## src/hw/rtl/lwac_pkg.sv

```systemverilog
// lwac_pkg: shared types, widths and register codes of the line weighted average block
// depends on nothing; used by every module of the block by scoped names
`timescale 1ns / 1ps

package lwac_pkg;

	localparam int MAX_WIDTH_DEF = 1024;

	localparam int REG_W        = 11;
	localparam int CFG_INDEX_W  = 2;
	localparam int PIXEL_W      = 16;
	localparam int CH5_W        = 5;
	localparam int CH6_W        = 6;
	localparam int WEIGHT_W     = 11;
	localparam int RED_SUM_W    = 26;
	localparam int GREEN_SUM_W  = 27;
	localparam int BLUE_SUM_W   = 26;
	localparam int WEIGHT_SUM_W = 21;

	localparam logic [CH5_W-1:0] CH5_MAX = 5'h1F;
	localparam logic [CH6_W-1:0] CH6_MAX = 6'h3F;

	localparam int QUEUE_DEPTH = 2;
	localparam int QUEUE_PTR_W = (QUEUE_DEPTH > 1) ? $clog2(QUEUE_DEPTH) : 1;
	localparam int QUEUE_CNT_W = $clog2(QUEUE_DEPTH + 1);

	typedef logic [CFG_INDEX_W-1:0] cfg_index_t;
	localparam cfg_index_t REG_CENTER_WEIGHT = 2'd0;
	localparam cfg_index_t REG_LINE_WIDTH    = 2'd1;

	typedef struct packed {
		logic [PIXEL_W-1:0] pixel;
		logic               last_pixel;
	} pixel_t;

	typedef struct packed {
		logic [CH5_W-1:0] avg_red;
		logic [CH6_W-1:0] avg_green;
		logic [CH5_W-1:0] avg_blue;
		logic             no_weight;
	} result_t;

	typedef struct packed {
		logic [REG_W-1:0] center_weight;
		logic [REG_W-1:0] line_width;
	} cfg_t;

	// totals of one finished line, handed from the accumulator to the divider
	typedef struct packed {
		logic [RED_SUM_W-1:0]    red_sum;
		logic [GREEN_SUM_W-1:0]  green_sum;
		logic [BLUE_SUM_W-1:0]   blue_sum;
		logic [WEIGHT_SUM_W-1:0] weight_sum;
	} line_sum_t;

	typedef struct packed {
		logic full;
		logic empty;
	} queue_stat_t;

endpackage

```

## src/hw/rtl/lwac_front.sv

```systemverilog
// lwac_front: pixel intake, triangular weight and saturating channel accumulators
// depends on lwac_pkg; pushes the totals of each finished line into lwac_queue
`timescale 1ns / 1ps

module lwac_front #(
	parameter int MAX_WIDTH = lwac_pkg::MAX_WIDTH_DEF
) (
	input  logic                clk,
	input  logic                arst_n,
	input  lwac_pkg::cfg_t      cfg,
	input  logic                pix_valid,
	output logic                pix_ready,
	input  lwac_pkg::pixel_t    pix,
	output logic                push,
	output lwac_pkg::line_sum_t push_data,
	input  logic                queue_full
);

	localparam int PW = (MAX_WIDTH > 1) ? $clog2(MAX_WIDTH) : 1;
	localparam int CENTER_W = lwac_pkg::REG_W - 1;
	localparam int DW = (PW > CENTER_W) ? PW : CENTER_W;
	localparam int CW = (DW > lwac_pkg::REG_W) ? DW : lwac_pkg::REG_W;
	localparam logic [PW-1:0] POS_LAST = PW'(MAX_WIDTH - 1);

	localparam int RW  = lwac_pkg::RED_SUM_W;
	localparam int GW  = lwac_pkg::GREEN_SUM_W;
	localparam int BW  = lwac_pkg::BLUE_SUM_W;
	localparam int WSW = lwac_pkg::WEIGHT_SUM_W;
	localparam int WW  = lwac_pkg::WEIGHT_W;

	logic [PW-1:0] pos_q;

	logic                      valid_s1;
	logic                      last_s1;
	logic [WW-1:0]             weight_s1;
	logic [lwac_pkg::CH5_W-1:0] red_s1;
	logic [lwac_pkg::CH6_W-1:0] green_s1;
	logic [lwac_pkg::CH5_W-1:0] blue_s1;

	logic [RW-1:0]  red_sum_q;
	logic [GW-1:0]  green_sum_q;
	logic [BW-1:0]  blue_sum_q;
	logic [WSW-1:0] weight_sum_q;

	logic [DW-1:0] pos_ext;
	logic [DW-1:0] center_ext;
	logic [DW-1:0] gap;
	logic [CW-1:0] cw_ext;
	logic [CW-1:0] gap_ext;
	logic [WW-1:0] weight;

	logic [15:0] prod_r;
	logic [16:0] prod_g;
	logic [15:0] prod_b;
	logic [RW:0]  red_add;
	logic [GW:0]  green_add;
	logic [BW:0]  blue_add;
	logic [WSW:0] weight_add;

	logic accept;
	logic advance;

	assign advance   = valid_s1 && !(last_s1 && queue_full);
	assign pix_ready = !valid_s1 || advance;
	assign accept    = pix_valid && pix_ready;

	// distance from line center, weight clamped at zero
	always_comb begin
		pos_ext    = DW'(pos_q);
		center_ext = DW'(cfg.line_width[lwac_pkg::REG_W-1:1]);
		gap        = (pos_ext >= center_ext) ? (pos_ext - center_ext) : (center_ext - pos_ext);
		cw_ext     = CW'(cfg.center_weight);
		gap_ext    = CW'(gap);
		weight     = (cw_ext > gap_ext) ? WW'(cw_ext - gap_ext) : '0;
	end

	always_ff @(posedge clk or negedge arst_n) begin
		if (!arst_n) begin
			pos_q    <= '0;
			valid_s1 <= 1'b0;
		end else begin
			if (accept) begin
				valid_s1 <= 1'b1;
				if (pix.last_pixel) begin
					pos_q <= '0;
				end else if (pos_q != POS_LAST) begin
					pos_q <= pos_q + 1'b1;
				end
			end else if (advance) begin
				valid_s1 <= 1'b0;
			end
		end
	end

	always_ff @(posedge clk) begin
		if (accept) begin
			last_s1   <= pix.last_pixel;
			weight_s1 <= weight;
			red_s1    <= pix.pixel[15:11];
			green_s1  <= pix.pixel[10:5];
			blue_s1   <= pix.pixel[4:0];
		end
	end

	// saturating accumulate: carry out means the sum passed the all-ones limit
	always_comb begin
		prod_r     = 16'(red_s1) * 16'(weight_s1);
		prod_g     = 17'(green_s1) * 17'(weight_s1);
		prod_b     = 16'(blue_s1) * 16'(weight_s1);
		red_add    = {1'b0, red_sum_q} + (RW+1)'(prod_r);
		green_add  = {1'b0, green_sum_q} + (GW+1)'(prod_g);
		blue_add   = {1'b0, blue_sum_q} + (BW+1)'(prod_b);
		weight_add = {1'b0, weight_sum_q} + (WSW+1)'(weight_s1);

		push_data.red_sum    = red_add[RW] ? '1 : red_add[RW-1:0];
		push_data.green_sum  = green_add[GW] ? '1 : green_add[GW-1:0];
		push_data.blue_sum   = blue_add[BW] ? '1 : blue_add[BW-1:0];
		push_data.weight_sum = weight_add[WSW] ? '1 : weight_add[WSW-1:0];
	end

	assign push = advance && last_s1;

	always_ff @(posedge clk or negedge arst_n) begin
		if (!arst_n) begin
			red_sum_q    <= '0;
			green_sum_q  <= '0;
			blue_sum_q   <= '0;
			weight_sum_q <= '0;
		end else if (advance) begin
			if (last_s1) begin
				red_sum_q    <= '0;
				green_sum_q  <= '0;
				blue_sum_q   <= '0;
				weight_sum_q <= '0;
			end else begin
				red_sum_q    <= push_data.red_sum;
				green_sum_q  <= push_data.green_sum;
				blue_sum_q   <= push_data.blue_sum;
				weight_sum_q <= push_data.weight_sum;
			end
		end
	end

endmodule

```

## src/hw/rtl/lwac_queue.sv

```systemverilog
// lwac_queue: short queue of finished line totals between accumulator and divider
// depends on lwac_pkg
`timescale 1ns / 1ps

module lwac_queue (
	input  logic                  clk,
	input  logic                  arst_n,
	input  logic                  push,
	input  lwac_pkg::line_sum_t   push_data,
	input  logic                  pop,
	output lwac_pkg::line_sum_t   head,
	output lwac_pkg::queue_stat_t stat
);

	localparam int PTR_W = lwac_pkg::QUEUE_PTR_W;
	localparam int CNT_W = lwac_pkg::QUEUE_CNT_W;
	localparam logic [PTR_W-1:0] PTR_LAST = PTR_W'(lwac_pkg::QUEUE_DEPTH - 1);
	localparam logic [CNT_W-1:0] CNT_FULL = CNT_W'(lwac_pkg::QUEUE_DEPTH);

	lwac_pkg::line_sum_t entry_q [lwac_pkg::QUEUE_DEPTH];
	logic [PTR_W-1:0] wr_ptr_q;
	logic [PTR_W-1:0] rd_ptr_q;
	logic [CNT_W-1:0] count_q;

	logic do_push;
	logic do_pop;

	assign stat.full  = (count_q == CNT_FULL);
	assign stat.empty = (count_q == '0);
	assign do_push    = push && !stat.full;
	assign do_pop     = pop && !stat.empty;
	assign head       = entry_q[rd_ptr_q];

	always_ff @(posedge clk) begin
		if (do_push) begin
			entry_q[wr_ptr_q] <= push_data;
		end
	end

	always_ff @(posedge clk or negedge arst_n) begin
		if (!arst_n) begin
			wr_ptr_q <= '0;
			rd_ptr_q <= '0;
			count_q  <= '0;
		end else begin
			if (do_push) begin
				wr_ptr_q <= (wr_ptr_q == PTR_LAST) ? '0 : wr_ptr_q + 1'b1;
			end
			if (do_pop) begin
				rd_ptr_q <= (rd_ptr_q == PTR_LAST) ? '0 : rd_ptr_q + 1'b1;
			end
			if (do_push && !do_pop) begin
				count_q <= count_q + 1'b1;
			end else if (do_pop && !do_push) begin
				count_q <= count_q - 1'b1;
			end
		end
	end

endmodule

```

## src/hw/rtl/lwac_divider.sv

```systemverilog
// lwac_divider: per-line restoring division of the three channel sums by the weight total
// depends on lwac_pkg; pops lwac_queue and holds the result register
`timescale 1ns / 1ps

module lwac_divider (
	input  logic                clk,
	input  logic                arst_n,
	input  logic                queue_empty,
	input  lwac_pkg::line_sum_t head,
	output logic                pop,
	output logic                res_valid,
	input  logic                res_ready,
	output lwac_pkg::result_t   res
);

	localparam int DIV_W  = lwac_pkg::GREEN_SUM_W + 1;
	localparam int STEP_W = $clog2(lwac_pkg::CH6_W);
	localparam logic [STEP_W-1:0] STEP_FIRST = STEP_W'(lwac_pkg::CH6_W - 1);

	typedef enum logic [3:0] {
		ST_IDLE  = 4'b0001,
		ST_CHECK = 4'b0010,
		ST_STEP  = 4'b0100,
		ST_DONE  = 4'b1000
	} div_state_t;

	div_state_t state_q;
	logic [STEP_W-1:0] step_q;

	logic [lwac_pkg::RED_SUM_W-1:0]    rem_r_q;
	logic [lwac_pkg::GREEN_SUM_W-1:0]  rem_g_q;
	logic [lwac_pkg::BLUE_SUM_W-1:0]   rem_b_q;
	logic [lwac_pkg::WEIGHT_SUM_W-1:0] ws_q;
	logic [lwac_pkg::CH5_W-1:0] quo_r_q;
	logic [lwac_pkg::CH6_W-1:0] quo_g_q;
	logic [lwac_pkg::CH5_W-1:0] quo_b_q;
	logic ovf_r_q;
	logic ovf_g_q;
	logic ovf_b_q;

	logic res_valid_q;
	lwac_pkg::result_t res_q;

	logic [DIV_W-1:0] den;
	logic [DIV_W-1:0] den5;
	logic [DIV_W-1:0] den6;
	logic [DIV_W-1:0] num_r;
	logic [DIV_W-1:0] num_g;
	logic [DIV_W-1:0] num_b;
	logic ge_r;
	logic ge_g;
	logic ge_b;
	logic out_free;

	assign out_free  = !res_valid_q || res_ready;
	assign pop       = (state_q == ST_IDLE) && !queue_empty;
	assign res_valid = res_valid_q;
	assign res       = res_q;

	always_comb begin
		num_r = DIV_W'(rem_r_q);
		num_g = DIV_W'(rem_g_q);
		num_b = DIV_W'(rem_b_q);
		den   = DIV_W'(ws_q) << step_q;
		den5  = DIV_W'(ws_q) << lwac_pkg::CH5_W;
		den6  = DIV_W'(ws_q) << lwac_pkg::CH6_W;
		ge_r  = num_r >= den;
		ge_g  = num_g >= den;
		ge_b  = num_b >= den;
	end

	always_ff @(posedge clk or negedge arst_n) begin
		if (!arst_n) begin
			state_q     <= ST_IDLE;
			step_q      <= '0;
			res_valid_q <= 1'b0;
		end else begin
			unique case (state_q)
				ST_IDLE: begin
					if (!queue_empty) begin
						state_q <= ST_CHECK;
					end
				end
				ST_CHECK: begin
					step_q  <= STEP_FIRST;
					state_q <= ST_STEP;
				end
				ST_STEP: begin
					if (step_q == '0) begin
						state_q <= ST_DONE;
					end else begin
						step_q <= step_q - 1'b1;
					end
				end
				ST_DONE: begin
					if (out_free) begin
						state_q <= ST_IDLE;
					end
				end
				default: begin
					state_q <= ST_IDLE;
				end
			endcase

			if ((state_q == ST_DONE) && out_free) begin
				res_valid_q <= 1'b1;
			end else if (res_ready) begin
				res_valid_q <= 1'b0;
			end
		end
	end

	always_ff @(posedge clk) begin
		case (state_q)
			ST_IDLE: begin
				rem_r_q <= head.red_sum;
				rem_g_q <= head.green_sum;
				rem_b_q <= head.blue_sum;
				ws_q    <= head.weight_sum;
			end
			// quotient above channel range: clamp, remaining steps then stay in range
			ST_CHECK: begin
				ovf_r_q <= num_r >= den5;
				ovf_g_q <= num_g >= den6;
				ovf_b_q <= num_b >= den5;
				quo_r_q <= '0;
				quo_g_q <= '0;
				quo_b_q <= '0;
			end
			ST_STEP: begin
				if (ge_r) begin
					rem_r_q <= lwac_pkg::RED_SUM_W'(num_r - den);
				end
				if (ge_g) begin
					rem_g_q <= lwac_pkg::GREEN_SUM_W'(num_g - den);
				end
				if (ge_b) begin
					rem_b_q <= lwac_pkg::BLUE_SUM_W'(num_b - den);
				end
				quo_r_q <= {quo_r_q[lwac_pkg::CH5_W-2:0], ge_r};
				quo_g_q <= {quo_g_q[lwac_pkg::CH6_W-2:0], ge_g};
				quo_b_q <= {quo_b_q[lwac_pkg::CH5_W-2:0], ge_b};
			end
			ST_DONE: begin
				if (out_free) begin
					if (ws_q == '0) begin
						res_q.avg_red   <= '0;
						res_q.avg_green <= '0;
						res_q.avg_blue  <= '0;
						res_q.no_weight <= 1'b1;
					end else begin
						res_q.avg_red   <= ovf_r_q ? lwac_pkg::CH5_MAX : quo_r_q;
						res_q.avg_green <= ovf_g_q ? lwac_pkg::CH6_MAX : quo_g_q;
						res_q.avg_blue  <= ovf_b_q ? lwac_pkg::CH5_MAX : quo_b_q;
						res_q.no_weight <= 1'b0;
					end
				end
			end
			default: begin
			end
		endcase
	end

endmodule

```

## src/hw/rtl/line_weighted_average_color.sv

```systemverilog
// line_weighted_average_color: top level, configuration registers and block wiring
// depends on lwac_pkg, lwac_front, lwac_queue and lwac_divider
`timescale 1ns / 1ps

// Pixels of one line enter at one per cycle; each is weighted when it is taken, held in a
// stage register and accumulated from there, and the line totals move into a two-entry
// queue when the last pixel is accumulated. A shared back end divides one line's totals
// in steps (load, range check, six restoring compare-subtract steps, result write), and
// the result write waits for a free output. The back end works while the next line
// accumulates; pixel requests stall only while a last pixel waits on a full queue, when lines
// end faster than they are divided or the result register is not taken. Configuration writes
// are taken in every cycle; indexes other than the two registers are ignored.

module line_weighted_average_color #(
	parameter int MAX_WIDTH = lwac_pkg::MAX_WIDTH_DEF
) (
	input  logic                             clk,
	input  logic                             arst_n,
	input  logic                             pix_valid,
	output logic                             pix_ready,
	input  lwac_pkg::pixel_t                 pix,
	output logic                             res_valid,
	input  logic                             res_ready,
	output lwac_pkg::result_t                res,
	input  logic                             cfg_valid,
	output logic                             cfg_ready,
	input  lwac_pkg::cfg_index_t             cfg_index,
	input  logic [lwac_pkg::REG_W-1:0]       cfg_data
);

	lwac_pkg::cfg_t        cfg_q;
	logic                  push;
	lwac_pkg::line_sum_t   push_data;
	logic                  pop;
	lwac_pkg::line_sum_t   head;
	lwac_pkg::queue_stat_t q_stat;

	assign cfg_ready = 1'b1;

	always_ff @(posedge clk or negedge arst_n) begin
		if (!arst_n) begin
			cfg_q.center_weight <= lwac_pkg::REG_W'(2);
			cfg_q.line_width    <= lwac_pkg::REG_W'(96);
		end else if (cfg_valid) begin
			unique case (cfg_index)
				lwac_pkg::REG_CENTER_WEIGHT: cfg_q.center_weight <= cfg_data;
				lwac_pkg::REG_LINE_WIDTH:    cfg_q.line_width    <= cfg_data;
				default: begin
				end
			endcase
		end
	end

	lwac_front #(
		.MAX_WIDTH(MAX_WIDTH)
	) u_front (
		.clk       (clk),
		.arst_n    (arst_n),
		.cfg       (cfg_q),
		.pix_valid (pix_valid),
		.pix_ready (pix_ready),
		.pix       (pix),
		.push      (push),
		.push_data (push_data),
		.queue_full(q_stat.full)
	);

	lwac_queue u_queue (
		.clk      (clk),
		.arst_n   (arst_n),
		.push     (push),
		.push_data(push_data),
		.pop      (pop),
		.head     (head),
		.stat     (q_stat)
	);

	lwac_divider u_divider (
		.clk        (clk),
		.arst_n     (arst_n),
		.queue_empty(q_stat.empty),
		.head       (head),
		.pop        (pop),
		.res_valid  (res_valid),
		.res_ready  (res_ready),
		.res        (res)
	);

	// pixel requests stall only behind a full queue
	a_stall_full: assert property (@(posedge clk) disable iff (!arst_n)
		!pix_ready |-> q_stat.full)
		else $error("pixel request stalled while line queue not full");

	a_queue_stat: assert property (@(posedge clk) disable iff (!arst_n)
		!(q_stat.full && q_stat.empty))
		else $error("line queue full and empty at once");

	a_no_weight_zero: assert property (@(posedge clk) disable iff (!arst_n)
		(res_valid && res.no_weight) |->
		(res.avg_red == '0 && res.avg_green == '0 && res.avg_blue == '0))
		else $error("zero weight result with nonzero averages");

endmodule
```

## config.mk

```make
export PLATFORM = sky130hd
export DESIGN_NAME = line_weighted_average_color
export DESIGN_NICKNAME = d
export VERILOG_FILES = /design/src/hw/rtl/lwac_pkg.sv /design/src/hw/rtl/lwac_front.sv /design/src/hw/rtl/lwac_queue.sv /design/src/hw/rtl/lwac_divider.sv /design/src/hw/rtl/line_weighted_average_color.sv
export SDC_FILE = /design/constraint.sdc
export NUM_CORES = 1
export LEC_CHECK = 0
export BUFFER_PORTS_ARGS = -buffer_cell sky130_fd_sc_hd__buf_4
export CELL_PAD_IN_SITES_DETAIL_PLACEMENT = 1
export CELL_PAD_IN_SITES_GLOBAL_PLACEMENT = 1
export CORE_MARGIN = 4
export CORE_UTILIZATION = 45
export DETAILED_ROUTE_END_ITERATION = 7
export HOLD_SLACK_MARGIN = 0.15
export PLACE_DENSITY_LB_ADDON = 0.1
export SYNTH_ARGS = -nofsm -noshare
export SYNTH_HDL_FRONTEND = slang
export SYNTH_SLANG_ARGS = --single-unit
```

## constraint.sdc

```tcl
create_clock -name clk -period 5.8 [get_ports clk]
set_input_delay 0.29 -clock clk [delete_from_list [all_inputs] [get_ports clk]]
set_output_delay 0.29 -clock clk [all_outputs]
set_load 0.03 [all_outputs]
```

==> metrics.log, run 1 <==
INFO  metric worstHoldPathType = in -> async
INFO  metric gr-usage-met2 = 0.4147
INFO  metric grt.met3_usage = 0.02339
INFO  metric synth-main-ff-cell = edfxtp_1
INFO  metric syn-num-nets = 3,797
INFO  metric firstDrtPassIters = 6
INFO  metric grtUsageMet1 = 0.3593
INFO  metric antenna_found_initial = 0
INFO  metric post_drt_via_cell_ratio = around 5.7
INFO  metric slew_headroom = 0.2363
INFO  metric syn_avg_cell_area = ~10 µm²
INFO  metric totalWireLength = 103.3 mm
INFO  metric diodes = 0
INFO  metric setup.worst_path.end_class = register
INFO  metric yosysSeqAreaShare = 0.4149
INFO  metric numCtsBuffers = 57
INFO  metric setup_violations = 0
INFO  metric design.final.nets = 3,867
INFO  metric worst-slew-pin-transition = 1131 ps
INFO  metric die_w = roughly 290 µm
INFO  metric mappedNetlistArea = 0.03504 mm²
INFO  metric dpl.cell_count = between 4,000 and 5,000
INFO  metric grt_max_degree = 143
INFO  metric synth_most_common_cell = edfxtp_1
INFO  metric fraction_of_final_layout_cells_with_drive_strength_greater_than_1 = 0.09340
INFO  metric ys_types = 80
INFO  metric die_area = 0.08241 mm²
INFO  metric period_needed = roughly 5500 ps
INFO  metric grt_overflow = 0
INFO  metric timing.final.crit_share = 0.9475
INFO  metric postSynthRegisterBits = 508
INFO  metric gp_congestion = 0.9091
INFO  metric worst_clock_skew = 54.78 ps
INFO  metric clk_lat_worst_skew = 670 ps
INFO  metric floorplan.die.height = 287.1 µm
INFO  metric finalNonFillerCells = between 4,000 and 5,000
INFO  metric status = finished clean
INFO  metric syn_inst = 3,350
INFO  metric detailroute.via_count = 25,695
INFO  metric area_growth_synth_to_finish = 12.02%
INFO  metric initialDrtViolationCount = roughly 1,600
INFO  metric setup.worst_path.start_class = register
INFO  metric dpl_wire_length = between 70 and 80 mm
INFO  metric grt_busiest_layer = met2
INFO  metric final_count_of_pins_violating_max_slew = 0
INFO  metric pin_count = 55
INFO  metric drc_errors = 0
INFO  metric grt_setup_unrepaired = no
INFO  metric synth_area_leaders = edfxtp_1, dfrtp_1, ha_1
INFO  metric largest_fanout_of_any_net_on_the_critical_path = 11
INFO  metric total_number_of_yosys_warnings = 0
INFO  metric total_of_max_cap_violations = 0
INFO  metric fill_cells = between 8,000 and 9,000
INFO  metric number_of_input_and_output_port_buffers_inserted = 53
INFO  metric core-area = 0.07734 mm²
INFO  metric final_antenna_net_count = 0
INFO  metric post-synth-top-area-fraction = 0.3119
INFO  metric cp.arrival = about 5900 ps
INFO  metric synth-edff-count = 364
INFO  metric synthDominantAreaCellType = edfxtp_1
INFO  metric global_route.usage.total = 0.2525
INFO  metric yosys-top-cells-count = edfxtp_1, nand2_1, inv_1
INFO  metric h-tree-depth = 2
INFO  metric detail_route.wl_per_cell = 22.90 µm
INFO  metric async_flop_share = 0.2835
INFO  metric summed_negative_setup_slack_over_all_endpoints = 0 ps
INFO  metric highest_clock_rate = 0.1820 GHz
INFO  metric clock-root-buffer = clkbuf_16
INFO  metric deepest_clock_path_buffer_count = 3
INFO  metric cts_num_sinks = 508
INFO  metric via_count_of_the_first_global_routing_pass = 27,602
INFO  metric clk_pin_slew_worst_paths = approximately 70 ps
INFO  metric grt_pass1_wl = 163.1 mm
INFO  metric placement_rows = between 100 and 150
INFO  metric initial_core_utilization = 0.4531
INFO  metric worst-endpoint-required = 6180 ps
INFO  metric setup.worst_path.class = reg -> reg
INFO  metric cts_tree = done
INFO  metric final-hold-violation-count = 0
## cells in the final DEF (no fill, tap or decap), types with 33 or more instances in the layout
master	count
a211oi_1	43
nand2_1	309
ha_1	272
a21oi_1	199
o21ai_0	162
clkbuf_16	57
mux2i_1	86
xnor2_1	76
mux2_2	54
nand3_1	55
inv_1	286
fa_1	140
nor3_1	50
nor2_1	167
and2_1	145
dlygate4sd3_1	33
edfxtp_1	364
xor2_1	58
nor2b_1	50
dfrtp_1	139
a21o_1	93
a22o_1	67
buf_4	105
## cells by family (layout without fill, tap and decap cells)
family | after synthesis | count (layout) | share of synthesized area
other cells | 1 | 1 | 0.0001070
mux | 152 | 152 | 0.04963
xor+xnor | 134 | 134 | 0.03349
compound gates | 784 | 784 | 0.1480
simple gates | 938 | 938 | 0.1314
buf+inv | 421 | 540 | 0.04549
flops | 508 | 508 | 0.4149
fa+ha+maj | 412 | 412 | 0.1771
## state kept, by name (all words and copies together) (netlist names), 6 cells and up
| name | count |
|---|---|
| cfg_q | 21 |
| u_divider.quo_g_q | 6 |
| u_divider.rem_b_q | 26 |
| u_divider.rem_g_q | 27 |
| u_divider.rem_r_q | 26 |
| u_divider.res | 17 |
| u_divider.ws_q | 21 |
| u_front.blue_sum_q | 26 |
| u_front.green_s1 | 6 |
| u_front.green_sum_q | 27 |
| u_front.pos_ext | 10 |
| u_front.red_sum_q | 26 |
| u_front.weight_s1 | 11 |
| u_front.weight_sum_q | 21 |
| u_queue.entry_q | 200 |
## repair_timing
action                                 4_1_cts  5_1_grt
hold buffers                                33        0
setup endpoints to repair                    0        7
resized for setup                            0        2
setup buffers                                0        3
endpoints found under the hold margin      111        0
## per-layer routing
layer,part of all wire,vias to the layer above
met5,0,-
met4,0.029,0
met3,0.030,124
met2,0.47,407
met1,0.47,13062
li1,-,12102
## critical path: stages, from the launching register on
cell and delay [ps]:
edfxtp_1 600, buf_4 260, and2_1 150, fa_1 520, fa_1 440, fa_1 550
inv_1 50, fa_1 490, inv_1 40, ha_1 330, a21o_1 170, a21o_1 170
a21oi_1 250, a2bb2oi_1 330, a211o_1 290, a21o_1 270, o41ai_1 120, a21o_1 200
## worst paths after layout
path	cells past startpoint	slack (ps)	startpoint	end
worst max-delay path	17	300	u_front.weight_s1[6]	u_queue.entry_q[0][73]
worst min-delay path	2	210	arst_n	u_front.pos_ext[6]
min in group clk	4	230	cfg_index[1]	cfg_q[14]
max in group asynchronous	3	4370	arst_n	u_front.red_sum_q[19]
worst min register to register	1	490	u_queue.count_q[1]	u_queue.count_q[1]
worst max register to register	17	300	u_front.weight_s1[6]	u_queue.entry_q[0][73]
## final cells by class
class	count	area [µm²]	area share
Multi-Input combinational cell	2421	18970	0.4831
Sequential cell	508	14540	0.3705
Clock buffer	63	1479	0.03767
Tap cell	1040	1301	0.03315
Timing Repair Buffer	143	1210	0.03082
Inverter	289	1085	0.02763
Clock inverter	45	673.1	0.01715
## through the flow
step | utilization | hold WS (ps) | area (µm²) | setup WS [ps]
5_1_grt | 0.5076 | 230.8 | 39260 | 8.591
3_3_place_gp | 0.4751 | 350.9 | 36750 | 342.5
4_1_cts | 0.5072 | 191.9 | 39230 | 227.7
6_report | 0.5076 | 212.7 | 39260 | 304.7
2_1_floorplan | - | -5.591 | 35040 | 21.21
3_5_place_dp | 0.4751 | 363.3 | 36750 | 271.2
Power of run 1 is not shown: default switching activity piles up to over one toggle a cycle in this logic, so the estimate is an artifact.
==> run 2: changes to the inputs <==
==> constraint.sdc (replaced) <==
create_clock -name clk -period 5.8 [get_ports clk]
set_input_delay 0.58 -clock clk [delete_from_list [all_inputs] [get_ports clk]]
set_output_delay 0.58 -clock clk [all_outputs]
set_load 0.03 [all_outputs]
==> run 2 against run 1 <==
Compared with the run above:
- first-iteration DRC count is 3.8% lower
- die area stayed put
- wire length is 0.15% lower
- critical path type unchanged
- worst setup slack worse by 100 ps
- maximum frequency is 1.8% lower
- largest cell class unchanged
- core utilization is 0.40 points lower
- global-route usage is 0.093 points lower
- critical endpoint is now u_queue.entry_q[1][73]
- final cell count is 0.29% lower
- clock skew is 13 ps lower
- via count is 0.24% higher
- sequential share of layout area is 0.29 points higher
==> metrics.log, run 2 (synthesized netlist as in run 1, its figures left out) <==
INFO  metric cell_by_cell_trace_of_the_critical_path = buf_4 -> and2_1 -> fa_1 -> fa_1 -> fa_1 -> inv_1 -> fa_1 -> inv_1 -> ha_1 -> a21o_1 -> a21o_1 -> a21oi_1 -> a2bb2oi_1 -> a211o_1 -> a211oi_1 -> nand2_1 -> a21o_1
INFO  metric h-tree-depth = 2 (unchanged)
INFO  metric die_w = 287.1 µm (unchanged)
INFO  metric final_antenna_net_count = 0 (unchanged)
INFO  metric largest_fanout_of_any_net_on_the_critical_path = 11 (unchanged)
INFO  metric total_of_max_cap_violations = 0 (unchanged)
INFO  metric fill_cells = 8,431 (-0.047%)
INFO  metric cts_tree = done
INFO  metric floorplan.die.height = 287.1 µm (unchanged)
INFO  metric grt_setup_unrepaired = no
INFO  metric worst-endpoint-required = 6200 ps (+20 ps)
INFO  metric worstHoldPathType = in -> reg
INFO  metric final_count_of_pins_violating_max_slew = 0 (unchanged)
INFO  metric largest_reg_flops = 200 (unchanged)
INFO  metric cpLargestDelayFamily = adder cells
INFO  metric placement.setup.worst_slack = 169.2 ps (-102.0 ps)
INFO  metric number_of_input_and_output_port_buffers_inserted = 53 (unchanged)
INFO  metric min_delay_path_depth = 3
INFO  metric summed_negative_setup_slack_over_all_endpoints = 0 ps (unchanged)
INFO  metric firstDrtPassIters = 5 (-1)
INFO  metric initial_core_utilization = 0.4531 (unchanged)
INFO  metric fraction_of_final_layout_cells_with_drive_strength_greater_than_1 = 0.09144 (-0.001963)
INFO  metric drc_errors = 0 (unchanged)
INFO  metric via_count_of_the_first_global_routing_pass = 27,319 (-1.0%)
INFO  metric core-area = 0.07734 mm² (unchanged)
INFO  metric critical-path-top-cell-by-count = fa_1
INFO  metric grt_max_degree = 145 (+1.4%)
INFO  metric detailroute.via_count = 25,756 (+0.24%)
INFO  metric post_drt_via_cell_ratio = 5.729 (+0.53%)
INFO  metric timing.final.crit_share = 0.9652 (+0.01775)
INFO  metric period_needed = 5598 ps (+103.0 ps)
INFO  metric setup.worst_path.class = reg -> reg
INFO  metric pin_count = 55 (unchanged)
INFO  metric clk_lat_worst_skew = 650 ps (-20 ps)
INFO  metric clk_pin_slew_worst_paths = 60 ps (about the same)
INFO  metric setup_violations = 0 (unchanged)
INFO  metric worst-slew-pin-transition = 1167 ps (+36.32 ps)
INFO  metric worst-path-stages = 17 (unchanged)
INFO  metric mostFrequentLayoutCells = edfxtp_1, nand2_1, inv_1
INFO  metric finish.instance_area = 0.03895 mm² (-0.78%)
INFO  metric whs = 204.6 ps (-8.120 ps)
INFO  metric gp_congestion = 0.9125 (+0.37%)
INFO  metric cts_num_sinks = 508 (unchanged)
INFO  metric reg.largest.list = u_queue.entry_q x200, u_divider.rem_g_q x27, u_front.green_sum_q x27
INFO  metric final-hold-violation-count = 0 (unchanged)
INFO  metric totalWireLength = 103.1 mm (-0.15%)
INFO  metric diodes = 0 (unchanged)
INFO  metric deepest_clock_path_buffer_count = 3 (unchanged)
INFO  metric clock-root-buffer = clkbuf_16
INFO  metric cp.arrival = 6000 ps (+130 ps)
INFO  metric numCtsBuffers = 58 (+1.8%)
INFO  metric grt_overflow = 0 (unchanged)
INFO  metric status = finished clean
INFO  metric area_growth_synth_to_finish = 11.14%
INFO  metric largest-register = u_queue.entry_q
INFO  metric setup.worst_path.end_class = register
INFO  metric slew_headroom = 0.2118 (-0.02453)
INFO  metric detail_route.wl_per_cell = 22.93 µm (+0.13%)
INFO  metric layout_commonest_cell = edfxtp_1
INFO  metric worst_r2r_path_depth = 17 (unchanged)
INFO  metric critical-path-max-stage-delay = 660 ps (+60 ps)
INFO  metric grt_pass1_wl = 162.4 mm (-0.40%)
INFO  metric placed_cell_area = 0.03675 mm² (about the same)
INFO  metric initialDrtViolationCount = 1,535 (-3.8%)
INFO  metric cpMaxStageDelayCell = a211oi_1
INFO  metric antenna_found_initial = 0 (unchanged)
INFO  metric dpl_wire_length = 78.36 mm (-0.11%)
INFO  metric global_route.usage.total = 0.2516 (-0.0009296)
INFO  metric design.final.nets = 3,853 (-0.36%)
INFO  metric buffers_plus_inverters_on_the_worst_setup_path = 3 (unchanged)
INFO  metric setup_ws = 201.8 ps (-103.0 ps)
INFO  metric placement_rows = 102 (unchanged)
INFO  metric highest_clock_rate = 0.1786 GHz (-1.8%)
INFO  metric worst_clock_skew = 41.73 ps (-13.05 ps)
INFO  metric setup.worst_path.start_class = register
INFO  metric die_area = 0.08241 mm² (unchanged)
-- run 2: cell count changes in the layout (fill, tap and decap cells not counted), sizes merged --
cell and delta:
clkbuf +12, inv +1, clkinv +3, buf -1
clkinvlp -6, dlygate4sd3 -14, bufinv -8
-- run 2: what timing repair did --
action / CTS / global route
setup buffers: 0 / 3
hold endpoints to repair: 82 / 0
setup endpoints to repair: 0 / 6
gates resized for setup: 0 / 1
hold buffers: 19 / 0
-- run 2: worst paths after layout --
path	startpoint	endpoint	slack, ps
worst max register to register	u_front.weight_s1[6]	u_queue.entry_q[1][73]	200
max in group asynchronous	arst_n	u_front.red_sum_q[17]	4390
worst min-delay path	cfg_data[0]	cfg_q[11]	200
min in group asynchronous	arst_n	u_front.pos_ext[5]	590
worst max-delay path	u_front.weight_s1[6]	u_queue.entry_q[1][73]	200
worst min register to register	u_queue.count_q[1]	u_queue.count_q[1]	500
-- run 2: area by class of cell --
| cell class | instances | area, µm² | share of cell area |
|---|---|---|---|
| multi-input combinational | 2421 | 18960 | 0.4868 |
| sequential | 508 | 14540 | 0.3734 |
| clock buffer | 75 | 1565 | 0.04019 |
| tap | 1040 | 1301 | 0.03341 |
| inverter | 289 | 1085 | 0.02785 |
| timing repair buffer | 128 | 1075 | 0.02759 |
| clock inverter | 35 | 419.2 | 0.01076 |
-- run 2: per-stage QoR --
step | util | instances
after global routing | 0.5036 | 4496
after detailed placement | 0.4752 | 4364
after global placement | 0.4752 | 4364
after CTS | 0.5033 | 4493
final | 0.5036 | 4496
after floorplan | - | 3350
-- run 2: routing by layer --
metal  vias to the layer above  GRT usage  routed length, µm
met5                         -          0                  0
met2                       418     0.4121              48440
met1                     13131     0.3618              48770
met3                       122    0.02276               3278
met4                         0    0.06494               2620
li1                      12085          -                  -
-- run 2: worst min-delay path: cells and delay by family --
family / cells / cell delay [ps]
compound gates: 1 / 70
buf+inv: 1 / 90
simple gates: 1 / 40
Power of run 2 is left out for the same reason.
